<file path="src/rtl/core/wcn_div.sv">
// Signed restoring divider, one quotient bit per cycle, truncates toward zero.
// No dependencies.
`default_nettype none
module wcn_div (
    input  wire logic                i_clk,
    input  wire logic                i_rst_n,
    input  wire logic                i_start,
    input  wire logic signed [19:0]  i_dividend,
    input  wire logic signed [11:0]  i_divisor,
    output logic                     o_done,
    output logic signed [19:0]       o_quotient
);
    logic        r_busy, n_busy;
    logic        r_done, n_done;
    logic [4:0]  r_cnt, n_cnt;
    logic [11:0] r_rem, n_rem;
    logic [18:0] r_quo, n_quo;
    logic [10:0] r_dvs, n_dvs;
    logic        r_neg, n_neg;

    logic [19:0] abs_dd;
    logic [11:0] abs_ds;
    logic [11:0] rem_sh;

    always_comb begin
        abs_dd = i_dividend[19] ? 20'(-i_dividend) : i_dividend;
        abs_ds = i_divisor[11] ? 12'(-i_divisor) : i_divisor;
        rem_sh = {r_rem[10:0], r_quo[18]};
        n_busy = r_busy;
        n_done = 1'b0;
        n_cnt  = r_cnt;
        n_rem  = r_rem;
        n_quo  = r_quo;
        n_dvs  = r_dvs;
        n_neg  = r_neg;
        if (i_start) begin
            n_busy = 1'b1;
            n_cnt  = 5'd0;
            n_rem  = 12'd0;
            n_quo  = abs_dd[18:0];
            n_dvs  = (abs_ds == 12'd0) ? 11'd1 : abs_ds[10:0];
            n_neg  = i_dividend[19] ^ i_divisor[11];
        end else if (r_busy) begin
            if (rem_sh >= {1'b0, r_dvs}) begin
                n_rem = rem_sh - {1'b0, r_dvs};
                n_quo = {r_quo[17:0], 1'b1};
            end else begin
                n_rem = rem_sh;
                n_quo = {r_quo[17:0], 1'b0};
            end
            n_cnt = r_cnt + 5'd1;
            if (r_cnt == 5'd18) begin
                n_busy = 1'b0;
                n_done = 1'b1;
            end
        end
    end

    always_ff @(posedge i_clk) begin
        if (!i_rst_n) begin
            r_busy <= 1'b0;
            r_done <= 1'b0;
        end else begin
            r_busy <= n_busy;
            r_done <= n_done;
        end
        r_cnt <= n_cnt;
        r_rem <= n_rem;
        r_quo <= n_quo;
        r_dvs <= n_dvs;
        r_neg <= n_neg;
    end

    assign o_done     = r_done;
    assign o_quotient = r_neg ? -$signed({1'b0, r_quo}) : $signed({1'b0, r_quo});
endmodule
`default_nettype wire

</file>
<file path="config.mk">
export PLATFORM = sky130hd
export DESIGN_NAME = wcn_div
export DESIGN_NICKNAME = d
export VERILOG_FILES = /design/src/rtl/core/wcn_div.sv
export SDC_FILE = /design/constraint.sdc
export NUM_CORES = 1
export LEC_CHECK = 0
export BUFFER_PORTS_ARGS = -buffer_cell sky130_fd_sc_hd__buf_2
export CELL_PAD_IN_SITES_DETAIL_PLACEMENT = 0
export CELL_PAD_IN_SITES_GLOBAL_PLACEMENT = 2
export CORE_UTILIZATION = 39
export CTS_BUF_LIST = sky130_fd_sc_hd__clkbuf_2 sky130_fd_sc_hd__clkbuf_4 sky130_fd_sc_hd__clkbuf_8
export CTS_CLUSTER_SIZE = 24
export DETAILED_ROUTE_END_ITERATION = 10
export HOLD_SLACK_MARGIN = 0.05
export PLACE_DENSITY_LB_ADDON = 0.1
export SLEW_MARGIN = 20
export SYNTH_ARGS = -nofsm -noshare
export SYNTH_HDL_FRONTEND = slang
export SYNTH_SLANG_ARGS = --single-unit
</file>
<file path="constraint.sdc">
create_clock -name i_clk -period 4.96 [get_ports i_clk]
set_input_delay 0.992 -clock i_clk [delete_from_list [all_inputs] [get_ports i_clk]]
set_output_delay 0.992 -clock i_clk [all_outputs]
set_load 0.01 [all_outputs]
</file>
After elaboration in Yosys (flattened, before gate mapping)
Cells that the tools add are included.
{ "word_totals": {"out_inout_bits": 21, "in_bits": 35, "wordCells": 31, "reg_bits": 49} }
{ "classes": {"addsub": 5, "muxes": 11, "n_lt_le_gt_ge": 1, "n_reduce_logical": 3, "n_bitwise": 3, "n_eq_ne": 1} }
{ "ops": {"columns": ["op", "count"], "rows": [
  ["$mux W19", 3],
  ["$mux W20", 1],
  ["$neg A19 Y20", 1],
  ["$neg A19 Y19", 1],
  ["$ge A12 B11 Y1", 1],
  ["$logic_not A12 Y1", 1],
  ["$mux W12", 1],
  ["$neg A12 Y12", 1],
  ["$mux W11", 1],
  ["$sub A11 B11 Y11", 1],
  ["$add A5 B1 Y5 const B", 1],
  ["$eq A5 B5 Y1 const B", 1],
  ["$mux W1", 5],
  ["$reduce_or A3 Y1", 1],
  ["$not A1 Y1", 2],
  ["$reduce_bool A2 Y1", 1],
  ["$xor A1 B1 Y1", 1]
]} }

Logic depth before layout (Yosys ltp)
Gate-level depths: netlist of run 1.
{ "logic_depth": {"ltp_word": 4, "ltp_mapped": 10, "ltp_nobuf": 9} }

Least setup slack after synthesis of run 1
Ideal clock, no wire load.
{ "synth_timing": {"path_type": "register to output", "from": "register r_quo[12]", "to": "output o_quotient[19]", "setup_slack_ps": 1988, "path_buffers": 0, "arrival_time_ps": 1980, "stages_incl_launch_ff": 6, "required_ps": 3968, "path_cell_list": "edfxtp_1 or4_1 or3_1 or2_1 or2_1 o31a_1"} }
{ "synth_via": {"elab_chain_cells": 2} }
{ "synth_lines": {"columns": ["element", "line", "text"], "rows": [
  ["start, declared", "17", "logic [18:0] r_quo, n_quo;"],
  ["start signal, assigned", "69", "r_quo <= n_quo;"],
  ["$neg A19 Y20", "75", "assign o_quotient = r_neg ? -$signed({1'b0, r_quo}) : $signed({1'b0, r_quo});"],
  ["$mux W20", "75", null],
  ["end, declared", "11", "output logic signed [19:0] o_quotient"]
]} }
Every way passes these cells.

Final worst setup path of run 1
Same ends and word-level chain as after synthesis.

==> key figures, run 1 <==
Logic synthesis
  – Yosys reg bits: 49
  – Async set-reset flop share out of synthesis: 0%
  – Syn_nets: 442
  – Post-synth cell types: 51
  – YS warnings: 0
  – Post-Synthesis Cell Area: 3550 µm²
  – Post-Synthesis Mean Instance Area: 9.11 µm²
  – Post-Syn Instances: 390
  – Synth top area share: 26.2%
  – Count leader, synth: nand2_1
  – Register area share after synthesis: 36.3%
  – Most used DFF post-synth: edfxtp_1
  – Post-synth EDFFs: 31
  – Top post-synthesis cells by area: edfxtp_1 (26%), dfxtp_1 (10%), xnor2_1 (8.1%), ha_1 (5.6%), xor2_1 (5.2%)
  – Synth area leader: edfxtp_1
  – List of most frequent post-synthesis cells: nand2_1 (35), xnor2_1 (33), edfxtp_1 (31)

Layout
  – N_diodes: 0
  – Share of cells above drive strength 1: 19.3%
  – Synth-to-layout area growth: 13.5%
  – Nets: 492
  – Non-filler cells, final: 549
  – Filler cell count: 871
  – Finished Cell Area: 4040 µm²

Floorplan
  – Die ar.: 9500 µm²
  – Core ar.: 8760 µm²
  – Row count: 34
  – Initial Util: 40.6%
  – # IOs: 56
  – Die Width: 97.5 µm
  – Height of the die: 97.5 µm

Clock tree
  – Post-CTS Hold Fix Bufs: 0
  – Clk_lat worst skew: 0.31 ns
  – Clk pin slew, worst setup/hold paths: 0.10 ns
  – Clock sinks: 49
  – CTS Buffer Depth: 2
  – Total CTS buffers: 5
  – CTS tree: built
  – Post-CTS setup buffers: 0
  – # resized after CTS: 0
  – CTS Root Cell: clkbuf_8
  – H-tree lvl count: 2

STA
  – Worst-Margin Slew: 0.779 ns
  – Peak Freq: 0.286 GHz
  – Final Critical Period: 3.50 ns
  – Max_slew headroom: 48.0%
  – RSZ-0062 raised after global routing: false
  – Worst Skew: 0.00878 ns
  – # setup viols final: 0
  – Final number of hold-violating endpoints: 0
  – Max-slew violations: 0
  – Period utilization: 70.5%
  – Sum Neg Setup Slack: 0 ns
  – WHS: 0.515 ns

Run
  – Max Cap Viol: 0

Drt
  – Final ANT Viol Nets: 0
  – Vias/cell: 5.28
  – Total vias in the final route: 2901
  – Drt first pass iters: 4
  – DR DRC count: 0
  – DR iter-0 viols: 113
  – WL final: 8040 µm
  – DR WL/cell: 14.6 µm

Placed design
  – # port buffers: 55
  – DP Area: 3920 µm²
  – Placer Congestion: 0.785
  – DPL Wire Length: 6120 µm
  – Placed Cells: 541

Run status
  – Status: finished clean

Setup path
  – Max FO, Critical Path: 4
  – Startpoint types: flop
  – Worst r2r src: r_quo[18]
  – Path depth of the worst reg2reg path: 9
  – Reg2Reg Setup Slack: 2.06 ns
  – CP required: 3.97 ns
  – CP endpoint: o_quotient[19]
  – CP endpoint kind: primary output
  – CP Launch Point: r_quo[12]
  – Worst R2R End: r_rem[0]
  – CP Class: flop to primary output
  – CP arrival: 2.51 ns

Power and ir drop
  – Worst VDD drop: 0.000121 V
  – LEAKAGE: 1.57 nW
  – Pwr dens: 283 nW/µm²

Global route
  – GRT overflow: 0
  – Largest net degree at the start of global routing: 51
  – Number of global-route vias before repair: 2739
  – Antenna violations before repair: 0
  – First-pass GRT wire length: 13500 µm
  – Tot GR Track Use: 17.5%

Worst hold path
  – Worst hold path type: flop to flop
  – Hold path start: r_rem[9]
## critical path: stages (launching register included)
cell	delay, ns
edfxtp_1	0.45
or4_1	0.58
or3_1	0.34
or2_1	0.22
or2_1	0.24
o31a_1	0.23
buf_2	0.13
## flip-flops by register name, summed over array words and instances (netlist names)
signal / count
r_dvs: 11
r_quo: 19
r_rem: 11
o_done: 1
r_cnt: 5
r_neg: 1
r_busy: 1
## placed cells by master (no fill, tap or decap), types with 3 or more instances in the layout
cell type  count
xor2_1        21
nor4_1         4
dfxtp_1       18
buf_2         55
nand2b_1      13
a21oi_1       25
o21ai_0       28
nor2_1        28
or3_1          4
o21a_1         4
inv_1         23
nand2_1       35
nor2b_1        3
a211oi_1       3
edfxtp_1      31
nand4_1        4
mux2_2        14
clkbuf_8       6
o31ai_1       10
a32oi_1        4
nor3_1        10
a21boi_0       4
ha_1          16
xnor2_1       33
nand3_1        3
a311oi_1       4
## logic make-up after synthesis
logic type      after synthesis  synth area share (%)
compound gates               99                  18.3
xor+xnor                     54                  13.3
fa+ha+maj                    17                  6.19
buf+inv                      37                  4.26
flops                        49                  36.3
mux                          16                  5.00
simple gates                118                  16.6
## metrics by stage
step | setup WS, ns | utilization [%] | power [mW]
after floorplan | 1.99 | - | 0.735
after global placement | 1.82 | 44.7 | 0.844
after detailed placement | 1.80 | 44.7 | 0.846
after CTS | 1.45 | 46.0 | 1.16
after global routing | 1.36 | 46.0 | 1.21
final | 1.46 | 46.0 | 1.14
## routing by layer
metal,global-route usage (%),share of wire [%],vias up
met2,26.8,44,48
li1,-,-,1509
met1,25.4,52,1339
met5,0,0,-
met4,3.51,0.72,0
met3,3.60,3.3,5
## cell type report
class	instances	area (µm²)	area share, %
multi-input cells	304	2110	52.3
clock buffers	6	82.6	2.05
repair buffers	57	290	7.19
flip-flops and latches	49	1290	32.0
inverters	23	86.3	2.14
clock inverters	2	37.5	0.930
well taps	108	135	3.35
## how the worst min path moves through the flow
stage	cells past startpoint	end	slack [ns]
6_report	2	r_rem[9]	0.52
3_5_place_dp	2	r_rem[9]	0.49
3_3_place_gp	2	r_rem[7]	0.49
4_1_cts	2	r_rem[9]	0.52
2_1_floorplan	2	r_rem[10]	0.46
5_1_grt	2	r_rem[3]	0.55
## report_power, final
part / leakage [nW] / switching (mW) / internal (mW)
combinational: 1.06 / 0.173 / 0.143
sequential: 0.455 / 0.0366 / 0.480
clock: 0.0574 / 0.145 / 0.164
Power figures use the tool's default switching activity.
==> inputs of run 2 (changes only) <==
- ABC_AREA: default -> 1
- CORE_UTILIZATION: 39 -> 33
- clock period: 4.96 -> 3.41 ns (I/O delays scaled with it)
==> key figures, run 2 <==
STA
  – Max_slew headroom: 45.7% (was 48.0%)
  – Max-slew violations: 0 (unchanged)
  – Sum Neg Setup Slack: 0 ns (unchanged)
  – Final number of hold-violating endpoints: 0 (unchanged)
  – Worst Skew: 0.0114 ns (was 0.00878 ns)
  – # setup viols final: 0 (unchanged)
  – Worst-Margin Slew: 0.814 ns (was 0.779 ns)
  – Period utilization: 78.7%
  – Final Critical Period: 2.68 ns
  – Peak Freq: 0.373 GHz
  – RSZ-0062 raised after global routing: false (unchanged)

Drt
  – DR WL/cell: 13.2 µm (was 14.6 µm)
  – WL final: 10500 µm (was 8040 µm)
  – Total vias in the final route: 3771 (was 2901)
  – Final ANT Viol Nets: 0 (unchanged)
  – Drt first pass iters: 5 (was 4)
  – DR iter-0 viols: 194 (was 113)
  – DR DRC count: 0 (unchanged)
  – Vias/cell: 4.74 (was 5.28)

Placed design
  – DPL Wire Length: 8500 µm (was 6120 µm)
  – # port buffers: 55 (unchanged)
  – Placer Congestion: 0.856 (was 0.785)
  – DP Area: 4410 µm² (was 3920 µm²)

Power and ir drop
  – Worst VDD drop: 0.000176 V (was 0.000121 V)
  – LEAKAGE: 2.28 nW (was 1.57 nW)
  – Pwr dens: 354 nW/µm² (was 283 nW/µm²)

Layout
  – Filler cell count: 1295 (was 871)
  – Share of cells above drive strength 1: 15.1% (was 19.3%)
  – N_diodes: 0 (unchanged)
  – Finished Cell Area: 4520 µm² (was 4040 µm²)
  – Commonest non-fill, non-tap cells in the layout: nand2_1 (166), inv_1 (92), nor2_1 (61), nand3_1 (61), buf_2 (55) (was buf_2 (55), nand2_1 (35), xnor2_1 (33))
  – Top flop regs: r_quo x19, r_dvs x11, r_rem x11 (unchanged)
  – Max FFs per register: 19 (unchanged)
  – Biggest register: r_quo (unchanged)
  – Nets: 699 (was 492)
  – Synth-to-layout area growth: 11.7% (was 13.5%)
  – Commonest non-fill, non-tap cell in the layout: nand2_1 (was buf_2)

Clock tree
  – CTS tree: built (unchanged)
  – CTS Buffer Depth: 2 (unchanged)
  – Clk_lat worst skew: 0.30 ns (was 0.31 ns)
  – Post-CTS setup buffers: 0 (unchanged)
  – H-tree lvl count: 2 (unchanged)
  – Total CTS buffers: 5 (unchanged)
  – Clk pin slew, worst setup/hold paths: 0.08 ns (was 0.10 ns)
  – CTS Root Cell: clkbuf_8 (unchanged)
  – Clock sinks: 49 (unchanged)
  – Post-CTS Hold Fix Bufs: 0 (unchanged)
  – # resized after CTS: 0 (unchanged)

Setup path
  – CP Class: flop to primary output (unchanged)
  – Reg2Reg Setup Slack: 1.12 ns (was 2.06 ns)
  – Max FO, Critical Path: 3 (was 4)
  – CP arrival: 2.00 ns (was 2.51 ns)
  – Startpoint types: flop (unchanged)
  – CP endpoint kind: primary output (unchanged)
  – CP required: 2.73 ns (was 3.97 ns)

Global route
  – Largest net degree at the start of global routing: 31 (was 51)
  – Antenna violations before repair: 0 (unchanged)
  – First-pass GRT wire length: 17100 µm (was 13500 µm)
  – Number of global-route vias before repair: 3381 (was 2739)
  – Tot GR Track Use: 17.0% (was 17.5%)
  – GRT overflow: 0 (unchanged)

Logic synthesis
  – Post-synth cell types: 36 (was 51)
  – Synth area leader: edfxtp_1 (unchanged)
  – Synth top area share: 23.0% (was 26.2%)
  – Post-synth EDFFs: 31 (unchanged)
  – Post-Synthesis Cell Area: 4050 µm² (was 3550 µm²)
  – Post-Synthesis Mean Instance Area: 6.76 µm² (was 9.11 µm²)
  – Yosys reg bits: 49 (unchanged)
  – Top post-synthesis cells by area: edfxtp_1 (23%), nand2_1 (15%), dfxtp_1 (8.9%), inv_1 (8.5%), nand3_1 (7.5%) (was edfxtp_1 (26%), dfxtp_1 (10%), xnor2_1 (8.1%), ha_1 (5.6%), xor2_1 (5.2%))
  – Syn_nets: 651 (was 442)
  – Most used DFF post-synth: edfxtp_1 (unchanged)
  – YS warnings: 0 (unchanged)
  – Post-Syn Instances: 599 (was 390)
  – List of most frequent post-synthesis cells: nand2_1 (166), inv_1 (92), nand3_1 (61), nor2_1 (61), edfxtp_1 (31) (was nand2_1 (35), xnor2_1 (33), edfxtp_1 (31))
  – Async set-reset flop share out of synthesis: 0% (unchanged)
  – Count leader, synth: nand2_1 (unchanged)
  – Register area share after synthesis: 31.9% (was 36.3%)

Floorplan
  – Initial Util: 33.8% (was 40.6%)
  – Height of the die: 113 µm (was 97.5 µm)
  – Die ar.: 12700 µm² (was 9500 µm²)
  – Core ar.: 12000 µm² (was 8760 µm²)
  – Row count: 40 (was 34)
  – # IOs: 56 (unchanged)
  – Die Width: 113 µm (was 97.5 µm)

Run
  – Max Cap Viol: 0 (unchanged)

Run status
  – Status: finished clean (unchanged)

Worst hold path
  – Worst hold path type: flop to flop (unchanged)
==> run 2: changes by cell type after synthesis, moves of 15 or more <==
cell / previous run / this run
nand3_1: 3 / 61
nand2_1: 35 / 166
nand4_1: 4 / 19
nor2_1: 28 / 61
xnor2_1: 33 / 8
inv_1: 23 / 92
==> run 2: power by group <==
| part | switching (mW) | internal, mW | leakage, nW |
|---|---|---|---|
| sequential | 0.0439 | 0.687 | 0.458 |
| clock | 0.195 | 0.226 | 0.0586 |
| combinational | 0.284 | 0.163 | 1.76 |
| total | 0.523 | 1.08 | 2.28 |
==> run 2: per-layer routing <==
metal  track usage [%]  up-vias  part of all wire, %
met5                 0        -                    0
met4              3.73        0                 0.90
met3              2.09        6                  4.1
met2              24.4       75                   40
met1              26.9     1685                   55
li1                  -     2005                    -
==> run 2: critical path, cell delays in order, from the launching register on <==
cell and delay, ns:
edfxtp_1 0.41, inv_1 0.13, ha_1 0.18, nand3_1 0.10
nor2_1 0.18, a31oi_1 0.18, nor2_2 0.18, xor2_1 0.17
buf_2 0.16
==> run 2: logic make-up (layout without fill, tap and decap cells) <==
| kind of cell | count (synthesis) | count (layout) | synth area share, % |
|---|---|---|---|
| AO/OA/AOI/OAI | 47 | 47 | 6.06 |
| XOR/XNOR | 28 | 28 | 6.06 |
| adder cells (fa/ha/maj) | 17 | 17 | 5.44 |
| buffers and inverters | 112 | 161 | 11.7 |
| flip-flops | 49 | 49 | 31.9 |
| AND/OR/NAND/NOR | 346 | 346 | 38.8 |
==> run 2: cell type report <==
| type | count | area [µm²] | share of cell area [%] |
|---|---|---|---|
| clock buffers | 6 | 76.3 | 1.69 |
| inverters | 96 | 360 | 7.98 |
| well taps | 147 | 184 | 4.07 |
| clock inverters | 2 | 35.0 | 0.775 |
| multi-input cells | 438 | 2280 | 50.5 |
| repair buffers | 57 | 290 | 6.42 |
| flip-flops and latches | 49 | 1290 | 28.6 |
==> run 2: through the flow <==
step / total power [mW] / cells / util, % / setup WS (ns) / hold slack, ns
after floorplan: 1.03 / 599 / - / 1.33 / 0.422
after global placement: 1.20 / 787 / 36.8 / 1.01 / 0.446
after detailed placement: 1.20 / 787 / 36.8 / 1.02 / 0.456
after CTS: 1.61 / 795 / 37.8 / 0.703 / 0.470
after global routing: 1.71 / 795 / 37.8 / 0.577 / 0.496
final: 1.60 / 795 / 37.8 / 0.727 / 0.469
==> run 2: worst paths after layout <==
kind | depth (start not counted) | from | endpoint
min | 1 | r_cnt[4] | r_cnt[4]
max reg2reg | 10 | r_quo[18] | r_quo[0]
max | 8 | r_quo[0] | o_quotient[14]
min reg2reg | 1 | r_cnt[4] | r_cnt[4]
